$ cat src/rtl/rmpc_pkg.sv
// Shared types, constants and the arctangent table of the range-to-point block.
package rmpc_pkg;

    localparam int LAT_BITS      = 10;
    localparam int LON_BITS      = 10;
    localparam int CODE_BITS     = 16;
    localparam int SHIFT_BITS    = 4;
    localparam int STEP_BITS     = 20;
    localparam int COUNT_BITS    = 11;
    localparam int CFG_IDX_BITS  = 3;
    localparam int CFG_DATA_BITS = 20;
    localparam int R_BITS        = 30;
    localparam int Q15_BITS      = 16;
    localparam int COORD_BITS    = 32;
    localparam int CORDIC_BITS   = 34;
    localparam int ANG_BITS      = 31;

    localparam int MAX_CORDIC    = 24;
    localparam int ANGLE_LATENCY = 9;
    localparam int CORDIC_TAIL   = 2;

    localparam logic [22:0]             TWO_PI_URAD  = 23'd6283185;
    localparam logic signed [33:0]      PI_Q30       = 34'sd3373259426;
    localparam logic signed [33:0]      HALF_PI_Q30  = 34'sd1686629713;
    localparam logic signed [33:0]      TWO_PI_Q30   = 34'sd6746518852;
    localparam logic signed [33:0]      GAIN_Q30     = 34'sd652032874;
    localparam logic signed [31:0]      VOID_MARK_UM = 32'sd125000;
    localparam logic [CODE_BITS-1:0]    VOID_CODE    = 16'h8000;

    typedef enum logic [CFG_IDX_BITS-1:0] {
        CFG_MODE,
        CFG_RADIUS_SHIFT,
        CFG_LAT_STEP,
        CFG_LON_STEP,
        CFG_LAT_COUNT,
        CFG_LON_COUNT,
        CFG_LAT_FIRST,
        CFG_LON_FIRST
    } cfg_idx_t;

    typedef enum logic [1:0] {
        MODE_CYL   = 2'd0,
        MODE_CART  = 2'd1,
        MODE_BILAT = 2'd2
    } mode_t;

    typedef struct packed {
        logic signed [Q15_BITS-1:0] sin_q15;
        logic signed [Q15_BITS-1:0] cos_q15;
    } trig_t;

    typedef struct packed {
        logic signed [COORD_BITS-1:0] x_um;
        logic signed [COORD_BITS-1:0] y_um;
        logic signed [COORD_BITS-1:0] z_um;
        logic                         is_void;
        logic                         code_error;
    } point_t;

    // atan(2^-i) in Q.30, truncated
    function automatic logic [29:0] atan_q30(input logic [4:0] idx);
        logic [29:0] v;
        case (idx)
            5'd0:    v = 30'd843314856;
            5'd1:    v = 30'd497837829;
            5'd2:    v = 30'd263043836;
            5'd3:    v = 30'd133525158;
            5'd4:    v = 30'd67021686;
            5'd5:    v = 30'd33543515;
            5'd6:    v = 30'd16775850;
            5'd7:    v = 30'd8388437;
            5'd8:    v = 30'd4194282;
            5'd9:    v = 30'd2097149;
            5'd10:   v = 30'd1048575;
            5'd11:   v = 30'd524287;
            5'd12:   v = 30'd262143;
            5'd13:   v = 30'd131071;
            5'd14:   v = 30'd65535;
            5'd15:   v = 30'd32767;
            5'd16:   v = 30'd16383;
            5'd17:   v = 30'd8191;
            5'd18:   v = 30'd4095;
            5'd19:   v = 30'd2047;
            5'd20:   v = 30'd1023;
            5'd21:   v = 30'd511;
            5'd22:   v = 30'd255;
            5'd23:   v = 30'd127;
            default: v = 30'd0;
        endcase
        return v;
    endfunction

endpackage

$ cat src/rtl/rmpc_angle.sv
// Angle reduction: microradians modulo 2*pi, scale to Q.30 radians, fold to +-pi/2.
module rmpc_angle (
    input  logic                                 clk,
    input  logic                                 en,
    input  logic signed [rmpc_pkg::ANG_BITS-1:0] ang_urad,
    output logic signed [rmpc_pkg::CORDIC_BITS-1:0] z_q30,
    output logic                                 flip
);
    import rmpc_pkg::*;

    // reciprocals for the two constant divisions; each estimate is low by at most one
    localparam logic [17:0] MOD_MUL   = 18'((64'd1 << 40) / 64'd6283185);
    localparam logic [23:0] DIV_MUL   = 24'((64'd1 << 37) / 64'd15625);
    localparam logic [13:0] DIV_CONST = 14'd15625;
    localparam logic [13:0] FRAC_MUL  = 14'd11591;
    localparam logic [36:0] FRAC_BIAS = 37'd7812;
    localparam logic [10:0] INT_MUL   = 11'd1073;

    logic [29:0] mag1_reg;
    logic        neg1_reg;
    logic [7:0]  q1_reg;
    logic [23:0] rem2_reg;
    logic        neg2_reg;
    logic [22:0] a3_reg;
    logic [36:0] n2_4_reg;
    logic [22:0] a4_reg;
    logic [36:0] n2_5_reg;
    logic [22:0] q2_5_reg;
    logic [22:0] a5_reg;
    logic [14:0] r2_6_reg;
    logic [22:0] q2_6_reg;
    logic [22:0] a6_reg;
    logic [32:0] zq_reg;
    logic signed [33:0] zw_reg;
    logic signed [33:0] z_reg;
    logic        flip_reg;

    logic [29:0] mag;
    logic [47:0] prod1;
    logic [29:0] qd1;
    logic [29:0] rem_full;
    logic [23:0] r_c;
    logic [23:0] a_c;
    logic [36:0] n2;
    logic [60:0] prod5;
    logic [36:0] qd2;
    logic [36:0] r2_full;
    logic [32:0] zq;
    logic signed [33:0] zs;

    always_comb
    begin
        mag      = ang_urad[ANG_BITS-1] ? 30'(-ang_urad) : ang_urad[29:0];
        prod1    = 48'(mag) * 48'(MOD_MUL);
        qd1      = 30'(q1_reg) * 30'(TWO_PI_URAD);
        rem_full = mag1_reg - qd1;
        r_c      = (rem2_reg >= 24'(TWO_PI_URAD)) ? rem2_reg - 24'(TWO_PI_URAD) : rem2_reg;
        a_c      = (neg2_reg && r_c != 24'd0) ? 24'(TWO_PI_URAD) - r_c : r_c;
        n2       = 37'(a3_reg) * 37'(FRAC_MUL) + FRAC_BIAS;
        prod5    = 61'(n2_4_reg) * 61'(DIV_MUL);
        qd2      = 37'(q2_5_reg) * 37'(DIV_CONST);
        r2_full  = n2_5_reg - qd2;
        zq       = 33'(a6_reg) * 33'(INT_MUL) + 33'(q2_6_reg)
                 + 33'(r2_6_reg >= 15'(DIV_CONST));
        zs       = $signed({1'b0, zq_reg});
    end

    always_ff @(posedge clk)
    begin
        if (en)
        begin
            // quotient estimate and magnitude
            mag1_reg <= mag;
            neg1_reg <= ang_urad[ANG_BITS-1];
            q1_reg   <= prod1[47:40];
            // remainder, below twice the modulus
            rem2_reg <= rem_full[23:0];
            neg2_reg <= neg1_reg;
            // correct once and wrap negatives into [0, 2*pi)
            a3_reg   <= a_c[22:0];
            // fractional part of a * 2^24 / 15625 with rounding bias
            n2_4_reg <= n2;
            a4_reg   <= a3_reg;
            n2_5_reg <= n2_4_reg;
            q2_5_reg <= prod5[59:37];
            a5_reg   <= a4_reg;
            r2_6_reg <= r2_full[14:0];
            q2_6_reg <= q2_5_reg;
            a6_reg   <= a5_reg;
            zq_reg   <= zq;
            // move into (-pi, pi]
            zw_reg   <= (zs > PI_Q30) ? zs - TWO_PI_Q30 : zs;
            // fold into [-pi/2, pi/2]; folding by pi negates sin and cos
            if (zw_reg > HALF_PI_Q30)
            begin
                z_reg    <= zw_reg - PI_Q30;
                flip_reg <= 1'b1;
            end
            else if (zw_reg < -HALF_PI_Q30)
            begin
                z_reg    <= zw_reg + PI_Q30;
                flip_reg <= 1'b1;
            end
            else
            begin
                z_reg    <= zw_reg;
                flip_reg <= 1'b0;
            end
        end
    end

    assign z_q30 = z_reg;
    assign flip  = flip_reg;

endmodule

$ cat config.mk
export PLATFORM = sky130hd
export DESIGN_NAME = rmpc_angle
export DESIGN_NICKNAME = d
export VERILOG_FILES = /design/src/rtl/rmpc_pkg.sv /design/src/rtl/rmpc_angle.sv
export SDC_FILE = /design/constraint.sdc
export NUM_CORES = 2
export LEC_CHECK = 0
export BUFFER_PORTS_ARGS = -buffer_cell sky130_fd_sc_hd__clkbuf_2
export CAP_MARGIN = 20
export CORE_ASPECT_RATIO = 0.6
export CORE_MARGIN = 2
export CORE_UTILIZATION = 38
export CTS_CLUSTER_DIAMETER = 30
export CTS_CLUSTER_SIZE = 40
export DETAILED_ROUTE_END_ITERATION = 7
export SKIP_CTS_REPAIR_TIMING = 1
export SYNTH_ARGS = -nofsm -noshare
export SYNTH_HDL_FRONTEND = slang
export SYNTH_SLANG_ARGS = --single-unit
$ cat constraint.sdc
create_clock -name clk -period 11.9 [get_ports clk]
set_input_delay 0.595 -clock clk [delete_from_list [all_inputs] [get_ports clk]]
set_output_delay 0.595 -clock clk [all_outputs]
set_load 0.005 [all_outputs]
# ---- After elaboration in Yosys (flattened, before gate mapping)
# Index checks and enable logic that the tools add are counted.
dict set report op_classes {
  n_addsub 11
  mul 6
  order_cmp 5
  n_mux 7
  n_reduce_logical 2
}
# cell n
set op_table {}
lappend op_table {{34-bit 2-to-1 mux} 2}
lappend op_table {{37-bit by 24-bit multiplier with 60-bit output (second input constant)} 1}
lappend op_table {{30-bit by 14-bit multiplier with 44-bit output (second input constant)} 1}
lappend op_table {{37-bit by 13-bit adder with 37-bit output (second input constant)} 1}
lappend op_table {{23-bit by 14-bit multiplier with 37-bit output (second input constant)} 1}
lappend op_table {{34-bit by 33-bit adder with 34-bit output (second input constant)} 1}
lappend op_table {{34-bit by 32-bit > comparator with 1-bit output (second input constant)} 1}
lappend op_table {{34-bit by 32-bit < comparator with 1-bit output (second input constant)} 1}
lappend op_table {{33-bit by 33-bit subtractor with 34-bit output (second input constant)} 1}
lappend op_table {{34-bit by 33-bit subtractor with 34-bit output (second input constant)} 1}
lappend op_table {{33-bit by 1-bit adder with 33-bit output} 1}
lappend op_table {{33-bit by 23-bit adder with 33-bit output} 1}
lappend op_table {{33-bit by 32-bit > comparator with 1-bit output (second input constant)} 1}
lappend op_table {{23-bit by 11-bit multiplier with 33-bit output (second input constant)} 1}
lappend op_table {{33-bit 2-to-1 mux} 1}
lappend op_table {{30-bit 2-to-1 mux} 1}
lappend op_table {{30-bit negation} 1}
lappend op_table {{24-bit by 23-bit greater-or-equal comparator with 1-bit output (second input constant)} 1}
lappend op_table {{8-bit by 23-bit multiplier with 24-bit output (second input constant)} 1}
lappend op_table {{24-bit 2-to-1 mux} 1}
lappend op_table {{24-bit nonzero test} 1}
lappend op_table {{24-bit by 23-bit subtractor with 24-bit output (second input constant)} 1}
lappend op_table {{24-bit subtractor} 1}
lappend op_table {{23-bit by 14-bit multiplier with 15-bit output (second input constant)} 1}
lappend op_table {{6 further kinds} 6}
dict set report word_totals {
  ff_bits 365
  input_bits 33
  out_inout_bits 35
  word_cells 50
}

# ---- Longest topological paths before layout
dict set report depth {
  ltp_word 5
  ltp_mapped 27
}

# ---- Least setup slack after synthesis
# Ideal clock, no wire load.
dict set report synth_path {
  kind {in2reg}
  startpoint {input ang_urad[6] (netlist bit)}
  endpoint {register q1_reg[7] (data pin)}
  setup_ns 0.260
  arrival_ns 7.533
  setup_slack_ns 4.107
  stages 27
  path_buffers 0
  path_cell_list {or4_1 nor4_1 nand3_1 or3_1 o31ai_1 xor2_1 inv_1 ha_1 ha_1 inv_1 fa_1 fa_1 inv_1 fa_1 inv_1 fa_1 inv_1 ha_1 a21oi_1 o21bai_1 a21oi_1 nor4_1 or3_1 a2111oi_0 o31ai_1 a21oi_1 xnor2_1}
}
dict set report synth_between {
  elab_chain_cells 3
}
# element line_no
set synth_rtl {}
lappend synth_rtl {{start, declared} rmpc_angle.sv:5} ;# input logic signed [rmpc_pkg::ANG_BITS-1:0] ang_urad,
lappend synth_rtl {{30-bit negation} rmpc_angle.sv:53} ;# mag = ang_urad[ANG_BITS-1] ? 30'(-ang_urad) : ang_urad[29:0];
lappend synth_rtl {{30-bit 2-to-1 mux} rmpc_angle.sv:53}
lappend synth_rtl {{via mag[23]} rmpc_angle.sv:38} ;# logic [29:0] mag;
lappend synth_rtl {{30-bit by 14-bit multiplier with 44-bit output} rmpc_angle.sv:54} ;# prod1 = 48'(mag) * 48'(MOD_MUL);
lappend synth_rtl {{via prod1[47]} rmpc_angle.sv:39} ;# logic [47:0] prod1;
lappend synth_rtl {{end signal, assigned} rmpc_angle.sv:75} ;# q1_reg <= prod1[47:40];
lappend synth_rtl {{end, declared} rmpc_angle.sv:21} ;# logic [7:0] q1_reg;
# The timed path passes the listed nets, and every way through them passes these cells.
# A chain may end at the register's enable or synchronous reset.

# ---- Final worst setup path
# Ends and elaborated chain as after synthesis.

==> metrics.yaml <==
status: "finished clean"
wl_mm: 127.3
slew_headroom_pct: 31.86
fin_util_pct: 42.21
stdcell_area_um2: 59060
synth_top_cell_by_area: "fa_1"
hold_path.class: "in -> reg"
period_share_pct: 69.42
cp-start-kind: "input pin"
ys_seq_area_share_pct: 20.25
layout_min_cycle_time_ns: 8.261
die_h_um: 295.6
initial_core_util_pct: 38.48
nFillCells: 13272
htreeDepth: 3
end_kind: "register"
whs_endpoint: "mag1_reg[0]$_DFFE_PP_"
pre_cts_slack_ns: 3.041
crit_fanout: 6
fin_tns_setup_ns: 0
multiInputGateArea_um2: 37470
synth_edf_count: 363
grt_use_met1_pct: 30.36
ant_nets: 0
antenna_found_initial: 3
use_met2_pct: 22.73
grt-busiest-layer: "met1"
crit_type: "in -> reg"
synth_top_area_share_pct: 30.49
grt_usage_pct: 18.19
register_area_um2: 10900
hold_violations: 0
avgSynthCellArea_um2: 10.67
nets: 6899
cts_sinks: 363
rr_worst_depth: 19
ys_ff_latch: 363
worst_slack_ns: 3.639
cts_tree: "yes"
synthesis.nets: 6780
skew_ns: 0.06468
synthTopCellsByArea: "fa_1 30%, ha_1 21%, edfxtp_1 20%"
dpl_cell_area_um2: 56500
path_clk_slew_ns: 0.04
grt_max_degree: 105
drtIter0Drc: 2668
cap_violations: 0
cp.arrival_ns: 8.65
grt_pass1_vias: 36241
synth_cell_types: 97
async_reset_ff_share_pct: 0
cts_made_buffers: 75
holdPathStages: 1
gr-usage-met3_pct: 4.616
min_from: "ang_urad[0]"
first_pass_iters: 5
rsz0062_at_grt: "false"
io_buffers: 67
dieArea_um2: 144800
worst_pin_slew_ns: 1.022
clock_path_buffers: 3
yosysWarnings: 0
grt_pass1_wl_mm: 206.3
r2r_end: "q2_5_reg[21]$_DFFE_PP_"
syn-instance-count: 5044
fp.coreArea_um2: 139900
dp_hpwl_mm: 106.9
vias: 35087
layout-drive-gt1-share_pct: 5.037
drc: 0
r2r_start: "n2_4_reg[25]$_DFFE_PP_"
gp_congestion: 0.9182
slew_viol_final: 0
setup_violations: 0
synth_ff_type: "edfxtp_1"
syn2layout_area_growth_pct: 9.688
fmax_ghz: 0.1211
synthesis.area_um2: 53840
cts_root_buf: "clkbuf_16"
pin_count: 68
wl_per_cell_um: 17.90
die_w_um: 490.0
rrSetupSlack_ns: 4.03
critPathRequiredTime_ns: 12.29
largest_register_ffs: 37
clk-insertion-delay-late_ns: 0.67
grt_overflow: 0
placementRows: 106
via_per_inst: 4.933
[layout by cell type (no fill, tap or decap), types with 66 or more instances in the layout]
cell type	instances
inv_1	1395
ha_1	883
fa_1	820
edfxtp_1	363
xnor2_1	184
a21oi_1	171
nand2_1	142
nor2_1	125
xor2_1	105
o21ai_0	102
clkbuf_16	76
a21o_1	73
clkbuf_2	66
[final cells by class]
class                      instances  area share, %
tap                             1890          4.004
clock buffer                      82          3.258
antenna                            1       0.004237
inverter                        1396          8.873
timing repair buffer              90         0.8771
multi-input combinational       3237          63.45
clock inverter                    53          1.076
sequential                       363          18.46
[synth_stat cells, drive strengths merged, types with 10 or more instances]
cell and count:
nor4 24, o21ai 118, or4 12, a21o 73, or2 10, and3 26, nor2b 27, o31ai 25
a31oi 18, o211ai 22, o31a 10, inv 1395, o311ai 10, edfxtp 363, nand2 143, xnor2 184
a21oi 174, ha 883, and2 20, nand2b 22, clkbuf 31, nand4 33, nor3 49, fa 820
buf 17, nand3 56, nor2 126, or3 26, a211oi 23, o21a 38, xor2 105, o21bai 13
o22ai 11
[logic make-up (layout without fill, tap and decap cells)]
kind of cell             after synthesis  in the layout  share of synthesized area (%)
adder cells (fa/ha/maj)             1703           1703                          51.01
buffers and inverters               1444           1621                          10.16
AO/OA/AOI/OAI                        635            635                          7.980
AND/OR/NAND/NOR                      606            606                          5.833
flip-flops                           363            363                          20.25
XOR/XNOR                             289            289                          4.701
multiplexers                           4              4                        0.07437
other                                  0              1                              0
[critical path, cell delays in order]
cell and delay [ns]:
clkbuf_2 0.14, or4_1 0.60, nor4_1 0.32, nand3_1 0.26
or3_1 0.49, o31ai_1 0.27, xor2_1 0.46, inv_1 0.26
ha_1 0.36, ha_1 0.28, inv_1 0.05, fa_1 0.50
fa_1 0.57, inv_1 0.07, fa_1 0.54, inv_1 0.06
fa_1 0.50, inv_1 0.04, ha_1 0.33, a21oi_1 0.15
o21bai_1 0.09, a21oi_1 0.16, nor4_1 0.06, or3_1 0.41
a2111oi_0 0.55, o31ai_1 0.22, a21oi_1 0.21, xnor2_1 0.09
[routing by layer]
metal | part of all wire [%] | up-vias
li1 | - | 16609
met1 | 55 | 17331
met2 | 36 | 1029
met3 | 8.3 | 116
met4 | 1.3 | 2
met5 | 0.048 | -
[worst max-delay path by stage]
| stage | start | slack [ns] | endpoint | cells past startpoint |
|---|---|---|---|---|
| after global routing | ang_urad[6] | 3.14 | q1_reg[7]$_DFFE_PP_ | 28 |
| after floorplan | ang_urad[6] | 4.11 | q1_reg[7]$_DFFE_PP_ | 27 |
| final | ang_urad[6] | 3.64 | q1_reg[7]$_DFFE_PP_ | 28 |
| after detailed placement | ang_urad[6] | 3.04 | q1_reg[7]$_DFFE_PP_ | 28 |
| after CTS | ang_urad[6] | 3.68 | q1_reg[7]$_DFFE_PP_ | 28 |
| after global placement | ang_urad[6] | 3.11 | q1_reg[7]$_DFFE_PP_ | 28 |
[metrics by stage]
step | hold WS (ns) | instances
global placement | 0.4022 | 6976
floorplan | 0.4003 | 5044
detailed placement | 0.4045 | 6976
global route | 0.3493 | 7112
finish | 0.3616 | 7112
CTS | 0.3245 | 7111
Power is not shown: default switching activity piles up to over one toggle a cycle in this logic, so the estimate is an artifact.
