File: config.mk
export PLATFORM = sky130hd
export DESIGN_NAME = rmpc_cordic
export DESIGN_NICKNAME = d
export VERILOG_FILES = /design/src/rtl/rmpc_pkg.sv /design/src/rtl/rmpc_cordic.sv
export SDC_FILE = /design/constraint.sdc
export NUM_CORES = 2
export LEC_CHECK = 0
export BUFFER_PORTS_ARGS = -buffer_cell sky130_fd_sc_hd__buf_2
export CAP_MARGIN = 20
export CORE_MARGIN = 2
export CORE_UTILIZATION = 60
export DETAILED_ROUTE_END_ITERATION = 10
export PLACE_DENSITY = 0.81
export REMOVE_ABC_BUFFERS = 1
export SLEW_MARGIN = 20
export SYNTH_ARGS = -nofsm -noshare
export SYNTH_HDL_FRONTEND = slang
export SYNTH_SLANG_ARGS = --single-unit
File: constraint.sdc
create_clock -name clk -period 8.2 [get_ports clk]
set_clock_uncertainty 0.1 [all_clocks]
set_input_delay 0 -clock clk [delete_from_list [all_inputs] [get_ports clk]]
set_output_delay 0 -clock clk [all_outputs]
set_load 0.01 [all_outputs]
File: src/rtl/rmpc_pkg.sv
// Shared types, constants and the arctangent table of the range-to-point block.
package rmpc_pkg;

    localparam int LAT_BITS      = 10;
    localparam int LON_BITS      = 10;
    localparam int CODE_BITS     = 16;
    localparam int SHIFT_BITS    = 4;
    localparam int STEP_BITS     = 20;
    localparam int COUNT_BITS    = 11;
    localparam int CFG_IDX_BITS  = 3;
    localparam int CFG_DATA_BITS = 20;
    localparam int R_BITS        = 30;
    localparam int Q15_BITS      = 16;
    localparam int COORD_BITS    = 32;
    localparam int CORDIC_BITS   = 34;
    localparam int ANG_BITS      = 31;

    localparam int MAX_CORDIC    = 24;
    localparam int ANGLE_LATENCY = 9;
    localparam int CORDIC_TAIL   = 2;

    localparam logic [22:0]             TWO_PI_URAD  = 23'd6283185;
    localparam logic signed [33:0]      PI_Q30       = 34'sd3373259426;
    localparam logic signed [33:0]      HALF_PI_Q30  = 34'sd1686629713;
    localparam logic signed [33:0]      TWO_PI_Q30   = 34'sd6746518852;
    localparam logic signed [33:0]      GAIN_Q30     = 34'sd652032874;
    localparam logic signed [31:0]      VOID_MARK_UM = 32'sd125000;
    localparam logic [CODE_BITS-1:0]    VOID_CODE    = 16'h8000;

    typedef enum logic [CFG_IDX_BITS-1:0] {
        CFG_MODE,
        CFG_RADIUS_SHIFT,
        CFG_LAT_STEP,
        CFG_LON_STEP,
        CFG_LAT_COUNT,
        CFG_LON_COUNT,
        CFG_LAT_FIRST,
        CFG_LON_FIRST
    } cfg_idx_t;

    typedef enum logic [1:0] {
        MODE_CYL   = 2'd0,
        MODE_CART  = 2'd1,
        MODE_BILAT = 2'd2
    } mode_t;

    typedef struct packed {
        logic signed [Q15_BITS-1:0] sin_q15;
        logic signed [Q15_BITS-1:0] cos_q15;
    } trig_t;

    typedef struct packed {
        logic signed [COORD_BITS-1:0] x_um;
        logic signed [COORD_BITS-1:0] y_um;
        logic signed [COORD_BITS-1:0] z_um;
        logic                         is_void;
        logic                         code_error;
    } point_t;

    // atan(2^-i) in Q.30, truncated
    function automatic logic [29:0] atan_q30(input logic [4:0] idx);
        logic [29:0] v;
        case (idx)
            5'd0:    v = 30'd843314856;
            5'd1:    v = 30'd497837829;
            5'd2:    v = 30'd263043836;
            5'd3:    v = 30'd133525158;
            5'd4:    v = 30'd67021686;
            5'd5:    v = 30'd33543515;
            5'd6:    v = 30'd16775850;
            5'd7:    v = 30'd8388437;
            5'd8:    v = 30'd4194282;
            5'd9:    v = 30'd2097149;
            5'd10:   v = 30'd1048575;
            5'd11:   v = 30'd524287;
            5'd12:   v = 30'd262143;
            5'd13:   v = 30'd131071;
            5'd14:   v = 30'd65535;
            5'd15:   v = 30'd32767;
            5'd16:   v = 30'd16383;
            5'd17:   v = 30'd8191;
            5'd18:   v = 30'd4095;
            5'd19:   v = 30'd2047;
            5'd20:   v = 30'd1023;
            5'd21:   v = 30'd511;
            5'd22:   v = 30'd255;
            5'd23:   v = 30'd127;
            default: v = 30'd0;
        endcase
        return v;
    endfunction

endpackage

File: src/rtl/rmpc_cordic.sv
// Pipelined rotation-mode CORDIC, one micro-rotation per stage, Q1.15 sin and cos out.
module rmpc_cordic #(
    parameter int STAGES = 16
) (
    input  logic                                    clk,
    input  logic                                    en,
    input  logic signed [rmpc_pkg::CORDIC_BITS-1:0] z_q30,
    input  logic                                    flip,
    output rmpc_pkg::trig_t                         trig
);
    import rmpc_pkg::*;

    localparam int N = (STAGES < MAX_CORDIC) ? STAGES : MAX_CORDIC;

    logic signed [CORDIC_BITS-1:0] x_reg [N];
    logic signed [CORDIC_BITS-1:0] y_reg [N];
    logic signed [CORDIC_BITS-1:0] z_reg [N];
    logic                          flip_reg [N];

    for (genvar i = 0; i < N; i++)
    begin : g_stage
        logic signed [CORDIC_BITS-1:0] xp;
        logic signed [CORDIC_BITS-1:0] yp;
        logic signed [CORDIC_BITS-1:0] zp;
        logic                          fp;
        logic signed [CORDIC_BITS-1:0] ang;

        if (i == 0)
        begin : g_first
            assign xp = GAIN_Q30;
            assign yp = '0;
            assign zp = z_q30;
            assign fp = flip;
        end
        else
        begin : g_next
            assign xp = x_reg[i-1];
            assign yp = y_reg[i-1];
            assign zp = z_reg[i-1];
            assign fp = flip_reg[i-1];
        end

        assign ang = $signed(CORDIC_BITS'(atan_q30(5'(i))));

        always_ff @(posedge clk)
        begin
            if (en)
            begin
                if (zp >= 0)
                begin
                    x_reg[i] <= xp - (yp >>> i);
                    y_reg[i] <= yp + (xp >>> i);
                    z_reg[i] <= zp - ang;
                end
                else
                begin
                    x_reg[i] <= xp + (yp >>> i);
                    y_reg[i] <= yp - (xp >>> i);
                    z_reg[i] <= zp + ang;
                end
                flip_reg[i] <= fp;
            end
        end
    end

    // round Q.30 to Q1.15 half away from zero, apply the fold sign, saturate
    logic [CORDIC_BITS-1:0] mc_reg;
    logic [CORDIC_BITS-1:0] ms_reg;
    logic                   nc_reg;
    logic                   ns_reg;
    trig_t                  trig_reg;

    logic [CORDIC_BITS-1:0] mc;
    logic [CORDIC_BITS-1:0] ms;
    logic [19:0]            qc;
    logic [19:0]            qs;
    logic signed [20:0]     vc;
    logic signed [20:0]     vs;
    trig_t                  trig_next;

    always_comb
    begin
        mc = x_reg[N-1][CORDIC_BITS-1] ? CORDIC_BITS'(-x_reg[N-1]) : x_reg[N-1];
        ms = y_reg[N-1][CORDIC_BITS-1] ? CORDIC_BITS'(-y_reg[N-1]) : y_reg[N-1];
        qc = 20'((mc_reg + CORDIC_BITS'(16384)) >> 15);
        qs = 20'((ms_reg + CORDIC_BITS'(16384)) >> 15);
        vc = nc_reg ? -$signed({1'b0, qc}) : $signed({1'b0, qc});
        vs = ns_reg ? -$signed({1'b0, qs}) : $signed({1'b0, qs});
        if (vc > 21'sd32767)
            trig_next.cos_q15 = 16'sh7fff;
        else if (vc < -21'sd32768)
            trig_next.cos_q15 = 16'sh8000;
        else
            trig_next.cos_q15 = vc[15:0];
        if (vs > 21'sd32767)
            trig_next.sin_q15 = 16'sh7fff;
        else if (vs < -21'sd32768)
            trig_next.sin_q15 = 16'sh8000;
        else
            trig_next.sin_q15 = vs[15:0];
    end

    always_ff @(posedge clk)
    begin
        if (en)
        begin
            mc_reg   <= mc;
            ms_reg   <= ms;
            nc_reg   <= x_reg[N-1][CORDIC_BITS-1] ^ flip_reg[N-1];
            ns_reg   <= y_reg[N-1][CORDIC_BITS-1] ^ flip_reg[N-1];
            trig_reg <= trig_next;
        end
    end

    assign trig = trig_reg;

endmodule

; Word level (Yosys, flattened, before mapping)
; Memories as Yosys holds them, arrays and structs flattened.
; Index checks and enable logic that the tools add are counted.
; Widths: inputs -> output; s select.
[word_totals]
register_bits = 102
ram_bits = 1648
output_inout_bits = 32
word_cells = 332
mem_count = 4
[classes]
add_sub_neg = 98
n_lt_le_gt_ge = 20
mux = 152
n_bitwise = 50
[memory_table]
columns = name, depth, word_bits, rd, rd_ports_with_merged_regs, wr, line_no
row1 = x_reg, 16, 34, 16, 0, 16, rmpc_cordic.sv:15  ; logic signed [CORDIC_BITS-1:0] x_reg [N];
row2 = y_reg, 16, 34, 16, 0, 16, rmpc_cordic.sv:16  ; logic signed [CORDIC_BITS-1:0] y_reg [N];
row3 = z_reg, 16, 34, 15, 0, 16, rmpc_cordic.sv:17  ; logic signed [CORDIC_BITS-1:0] z_reg [N];
row4 = flip_reg, 16, 1, 16, 0, 16, rmpc_cordic.sv:18  ; logic flip_reg [N];
[ops]
columns = operator, n
row1 = $mux 34, 48
row2 = $ge 34x1->1 const B, 16
row3 = $mux 1, 98
row4 = $add 34x15->34 const B, 2
row5 = $add 34x19->34, 2
row6 = $add 34x20->34, 2
row7 = $add 34x21->34, 2
row8 = $add 34x22->34, 2
row9 = $add 34x23->34, 2
row10 = $add 34x24->34, 2
row11 = $add 34x25->34, 2
row12 = $add 34x26->34, 2
row13 = $add 34x27->34, 2
row14 = $add 34x28->34, 2
row15 = $add 34x29->34, 2
row16 = $add 34x30->34, 2
row17 = $add 34x31->34, 2
row18 = $add 34x32->34, 2
row19 = $add 34x33->34, 2
row20 = $neg 34->34, 2
row21 = $sub 34x19->34, 2
row22 = $sub 34x20->34, 2
row23 = $sub 34x21->34, 2
row24 = $sub 34x22->34, 2
row25 = 51 further kinds, 116

; Depth between registers and ports, before layout
; An unclocked memory read counts as a cell.
[depth]
word_depth = 6
mapped_depth = 23

; Worst setup path after synthesis
; No wires, ideal clock.
[synth_timing]
path_kind = input to register
from = in en
to = mem x_reg[7][33], in the netlist x_reg[0][271] (data pin)
setup_ns = 0.260
t_arrival_ns = 5.119
required_time_ns = 7.840
setup_slack_ns = 2.721
stages = 23
path_cell_list = buf_2 clkbuf_1 nand2_1 inv_2 clkbuf_1 clkbuf_1 clkbuf_1 buf_1 clkbuf_1 nor2_1 xor2_1 ha_1 o21ai_0 o21ai_1 a2111oi_0 nor4_1 nor3_1 o21ai_1 a2111oi_0 o31ai_1 a21o_1 a21oi_1 xnor2_1
[synth_lines]
columns = item, line_no
row1 = start: declaration, rmpc_cordic.sv:6  ; input logic en,
row2 = end: declaration, rmpc_cordic.sv:15

==> flow_summary.ini <==
[outcome]
run_status = completed

[floorplanning]
rows = 171
fp.dieArea_um2 = 222000
floorplan.initialDensity = 0.603
die_y_um = 471
die-width_um = 471
boundaryPins = 69
design.core.area_um2 = 217000

[cts]
tritoncts = built
maximum_level_of_the_cts_h_tree = 4
cts-buffers-inserted = 177
clk_pin_slew_ns = 0.06
post_cts.repair.setup_buffers = 0
clk_latency_ns = 0.85
root_buffer = sky130_fd_sc_hd__clkbuf_16
cts.sinks = 1562
ctsLongestPathBuffers = 3

[grt]
grt_pass1_wl_mm = 524
grt_max_degree = 181
grt_antenna_before_repair = 6
total_routing_usage_gr = 0.288
total_overflow_reported_by_the_global_router = 0
first_global_vias = 101052

[setup_path]
setup.worst_path.start_class = input port
cp_slowest_stage_delay_ns = 0.79
crit_path_frequent_cell = sky130_fd_sc_hd__a21oi_1
criticalPathCategory = in -> reg
worstSetupEndpointType = flop
cp_cell_sequence = dlygate4sd3_1 > buf_12 > buf_4 > nand2_2 > inv_2 > nor2_1 > xor2_1 > ha_1 > nor2b_1 > o21a_1 > o21ai_0 > a21oi_1 > o311ai_1 > a31oi_1 > a311o_1 > o21ai_1 > o2111ai_1 > a21oi_1 > xnor2_1
path_buf_inv = 4
worst-endpoint-required_ns = 8.68
crit_path_max_fanout = 73
critPathArrivalTime_ns = 6.49
crit_slowest_cell = sky130_fd_sc_hd__inv_2
path_delay_family = compound AO/OA/AOI/OAI gates

[routing]
drt-initial-drc-count = 7583
remaining_drc_errors = 0
vias = 104537
wire_per_inst_um = 19.3
drt-vias-per-instance = 6.19
drtAntennaViolNets = 0
finalWirelength_mm = 327
drt_pass1_iterations = 6

[synth]
synth-main-ff-cell = sky130_fd_sc_hd__edfxtp_1
synthCells = 13898
synth.yosys.warnings = 0
synth_enable_flop_cells = 1562
synthesis.area_per_instance_um2 = 9.43
ys_seq_elements = 1562
synthesis.area_um2 = 131000
synth_sequential_area_ratio = 0.358
ys_top_cells_by_area = sky130_fd_sc_hd__edfxtp_1 36%, sky130_fd_sc_hd__ha_1 12%, sky130_fd_sc_hd__xnor2_1 9.6%, sky130_fd_sc_hd__a21oi_1 5.1%, sky130_fd_sc_hd__xor2_1 4.0%
area_share_of_the_largest_cell_type_after_synthesis = 0.358
netlist-cell-type-count = 105
async_set_or_reset_flop_fraction_in_the_synthesized_netlist = 0
synth_top_area_cell = sky130_fd_sc_hd__edfxtp_1

[sta]
transition_time_at_the_pin_with_the_least_slew_margin_ns = 1.15
hold_violations = 0
timing.final.crit_period_ns = 6.01
totalNegativeSetupSlack_ns = 0
grt_setup_unrepaired = no
final_min_period_over_clock_period = 0.733
final.hold.worst_slack_ns = 0.158
setup_viol_count_final = 0
max_slew_vio_count = 0
maxSlewHeadroom = 0.228
timing.fmax_ghz = 0.166

[cells_and_area]
final_nets = 15240
fraction_of_layout_instances_using_a_drive_strength_above_1 = 0.0394
largest_register_ffs = 511
flow.area_growth_from_synthesis_pct = 7.23

[placement]
dp.final_hpwl_mm = 252
gpl.final_weighted_congestion = 1.01
buffer_ports.inserted = 68

[worst_hold_path]
worstHoldPathType = in -> reg

[job]
cap_viol_max_count = 0
metal layers:
| layer | routed length [um] | share of wire | track usage | vias up |
|---|---|---|---|---|
| met2 | 166000 | 0.51 | 0.529 | 3035 |
| li1 | - | - | - | 51687 |
| met4 | 23700 | 0.072 | 0.190 | 0 |
| met3 | 13700 | 0.042 | 0.0342 | 1015 |
| met1 | 123000 | 0.38 | 0.311 | 48800 |
| met5 | 0 | 0 | 0 | - |
synth_stat cells (120+ instances only):
library cell / count
sky130_fd_sc_hd__edfxtp_1: 1562
sky130_fd_sc_hd__xnor2_1: 1432
sky130_fd_sc_hd__a21oi_1: 1341
sky130_fd_sc_hd__ha_1: 1271
sky130_fd_sc_hd__nor2_1: 1056
sky130_fd_sc_hd__nand2_1: 834
sky130_fd_sc_hd__o21ai_0: 713
sky130_fd_sc_hd__xor2_1: 604
sky130_fd_sc_hd__a21o_1: 579
sky130_fd_sc_hd__inv_1: 577
sky130_fd_sc_hd__nor3_1: 357
sky130_fd_sc_hd__clkbuf_1: 298
sky130_fd_sc_hd__nand3_1: 294
sky130_fd_sc_hd__nand2b_1: 226
sky130_fd_sc_hd__o21a_1: 184
sky130_fd_sc_hd__o31ai_1: 155
sky130_fd_sc_hd__nor2b_1: 154
sky130_fd_sc_hd__o21bai_1: 142
sky130_fd_sc_hd__a31oi_1: 133
sky130_fd_sc_hd__and3_1: 129
sky130_fd_sc_hd__o21ai_1: 120
cell type report:
cell class	instances	area (um^2)
flip-flops and latches	1562	46900
diodes	7	17.5
repair buffers	192	1500
well taps	2854	3570
clock inverters	116	1210
inverters	589	2210
fillers	17271	76700
clock buffers	206	4560
multi-input cells	11373	80500
repair_timing:
item                      in CTS  in global routing
hold endpoints to repair     281                  0
hold buffers                  64                  0
gates resized for setup        0                  0
worst paths after layout:
kind | start | endpoint | slack [ns] | cells past startpoint
min | z_q30[6] | z_reg[0][6]$_DFFE_PP_ | 0.16 | 4
min reg2reg | flip_reg[1][3]$_DFFE_PP_ | flip_reg[1][4]$_DFFE_PP_ | 0.32 | 0
max | en | x_reg[0][202]$_DFFE_PP_ | 2.19 | 19
max reg2reg | y_reg[0][109]$_DFFE_PP_ | x_reg[0][169]$_DFFE_PP_ | 2.28 | 19
stage by stage:
step                instance area (um^2)  utilization  std cells  worst slack [ns]
global route                      141000        0.647      16899              1.82
detailed placement                134000        0.617      16505              2.03
finish                            141000        0.647      16899              2.19
floorplan                         130000            -      13524              1.67
CTS                               140000        0.647      16891              2.28
global placement                  134000        0.617      16505              2.08
cells by family after synthesis:
kind of cell,Yosys count,synth area share
AO/OA/AOI/OAI,4177,0.203
AND/OR/NAND/NOR,3744,0.139
XOR/XNOR,2037,0.136
flip-flops,1562,0.358
adder cells (fa/ha/maj),1321,0.128
buffers and inverters,963,0.0278
multiplexers,94,0.00758
placed cells by master, fill, tap and decap left out, types with 64 or more instances in the layout:
| master | synthesis | final |
|---|---|---|
| sky130_fd_sc_hd__xnor2_1 | 1432 | 1432 |
| sky130_fd_sc_hd__o21bai_1 | 142 | 142 |
| sky130_fd_sc_hd__inv_1 | 577 | 573 |
| sky130_fd_sc_hd__buf_2 | 9 | 67 |
| sky130_fd_sc_hd__clkbuf_16 | 0 | 178 |
| sky130_fd_sc_hd__nor2b_1 | 154 | 154 |
| sky130_fd_sc_hd__o21ai_0 | 713 | 713 |
| sky130_fd_sc_hd__nand4_1 | 117 | 117 |
| sky130_fd_sc_hd__edfxtp_1 | 1562 | 1562 |
| sky130_fd_sc_hd__a21o_1 | 579 | 579 |
| sky130_fd_sc_hd__o21a_1 | 184 | 184 |
| sky130_fd_sc_hd__nor2_1 | 1056 | 1056 |
| sky130_fd_sc_hd__a211oi_1 | 116 | 116 |
| sky130_fd_sc_hd__ha_1 | 1271 | 1271 |
| sky130_fd_sc_hd__o21ai_1 | 120 | 120 |
| sky130_fd_sc_hd__a31oi_1 | 133 | 132 |
| sky130_fd_sc_hd__and3_1 | 129 | 129 |
| sky130_fd_sc_hd__nand2_1 | 834 | 828 |
| sky130_fd_sc_hd__nand3_1 | 294 | 294 |
| sky130_fd_sc_hd__nand2b_1 | 226 | 226 |
| sky130_fd_sc_hd__dlygate4sd3_1 | 0 | 64 |
| sky130_fd_sc_hd__o31ai_1 | 155 | 155 |
| sky130_fd_sc_hd__nor3_1 | 357 | 357 |
| sky130_fd_sc_hd__and2_1 | 94 | 89 |
| sky130_fd_sc_hd__a21oi_1 | 1341 | 1341 |
| sky130_fd_sc_hd__or4_1 | 73 | 73 |
| sky130_fd_sc_hd__or3_1 | 114 | 114 |
| sky130_fd_sc_hd__o41ai_1 | 78 | 77 |
| sky130_fd_sc_hd__nor4_1 | 116 | 115 |
| sky130_fd_sc_hd__xor2_1 | 604 | 604 |
worst register-to-register path, stage by stage, from the launching register on:
cell and delay (ns):
sky130_fd_sc_hd__edfxtp_1 0.47, sky130_fd_sc_hd__nor4_1 0.55, sky130_fd_sc_hd__nand2_1 0.23, sky130_fd_sc_hd__or3_1 0.44, sky130_fd_sc_hd__or4_1 0.51, sky130_fd_sc_hd__nor4_1 0.65
sky130_fd_sc_hd__a21oi_1 0.17, sky130_fd_sc_hd__xnor2_1 0.17, sky130_fd_sc_hd__ha_1 0.35, sky130_fd_sc_hd__a21o_1 0.21, sky130_fd_sc_hd__nand2_1 0.07, sky130_fd_sc_hd__nand2_1 0.05
sky130_fd_sc_hd__a221oi_1 0.24, sky130_fd_sc_hd__a31o_2 0.21, sky130_fd_sc_hd__a21oi_1 0.10, sky130_fd_sc_hd__o31a_1 0.32, sky130_fd_sc_hd__o21a_1 0.21, sky130_fd_sc_hd__a311o_1 0.36
sky130_fd_sc_hd__a21oi_1 0.17, sky130_fd_sc_hd__xnor2_1 0.08
Power is left out: the tool's default activity adds up to more than one toggle a clock period on the data nets, which glitch-free logic cannot reach.
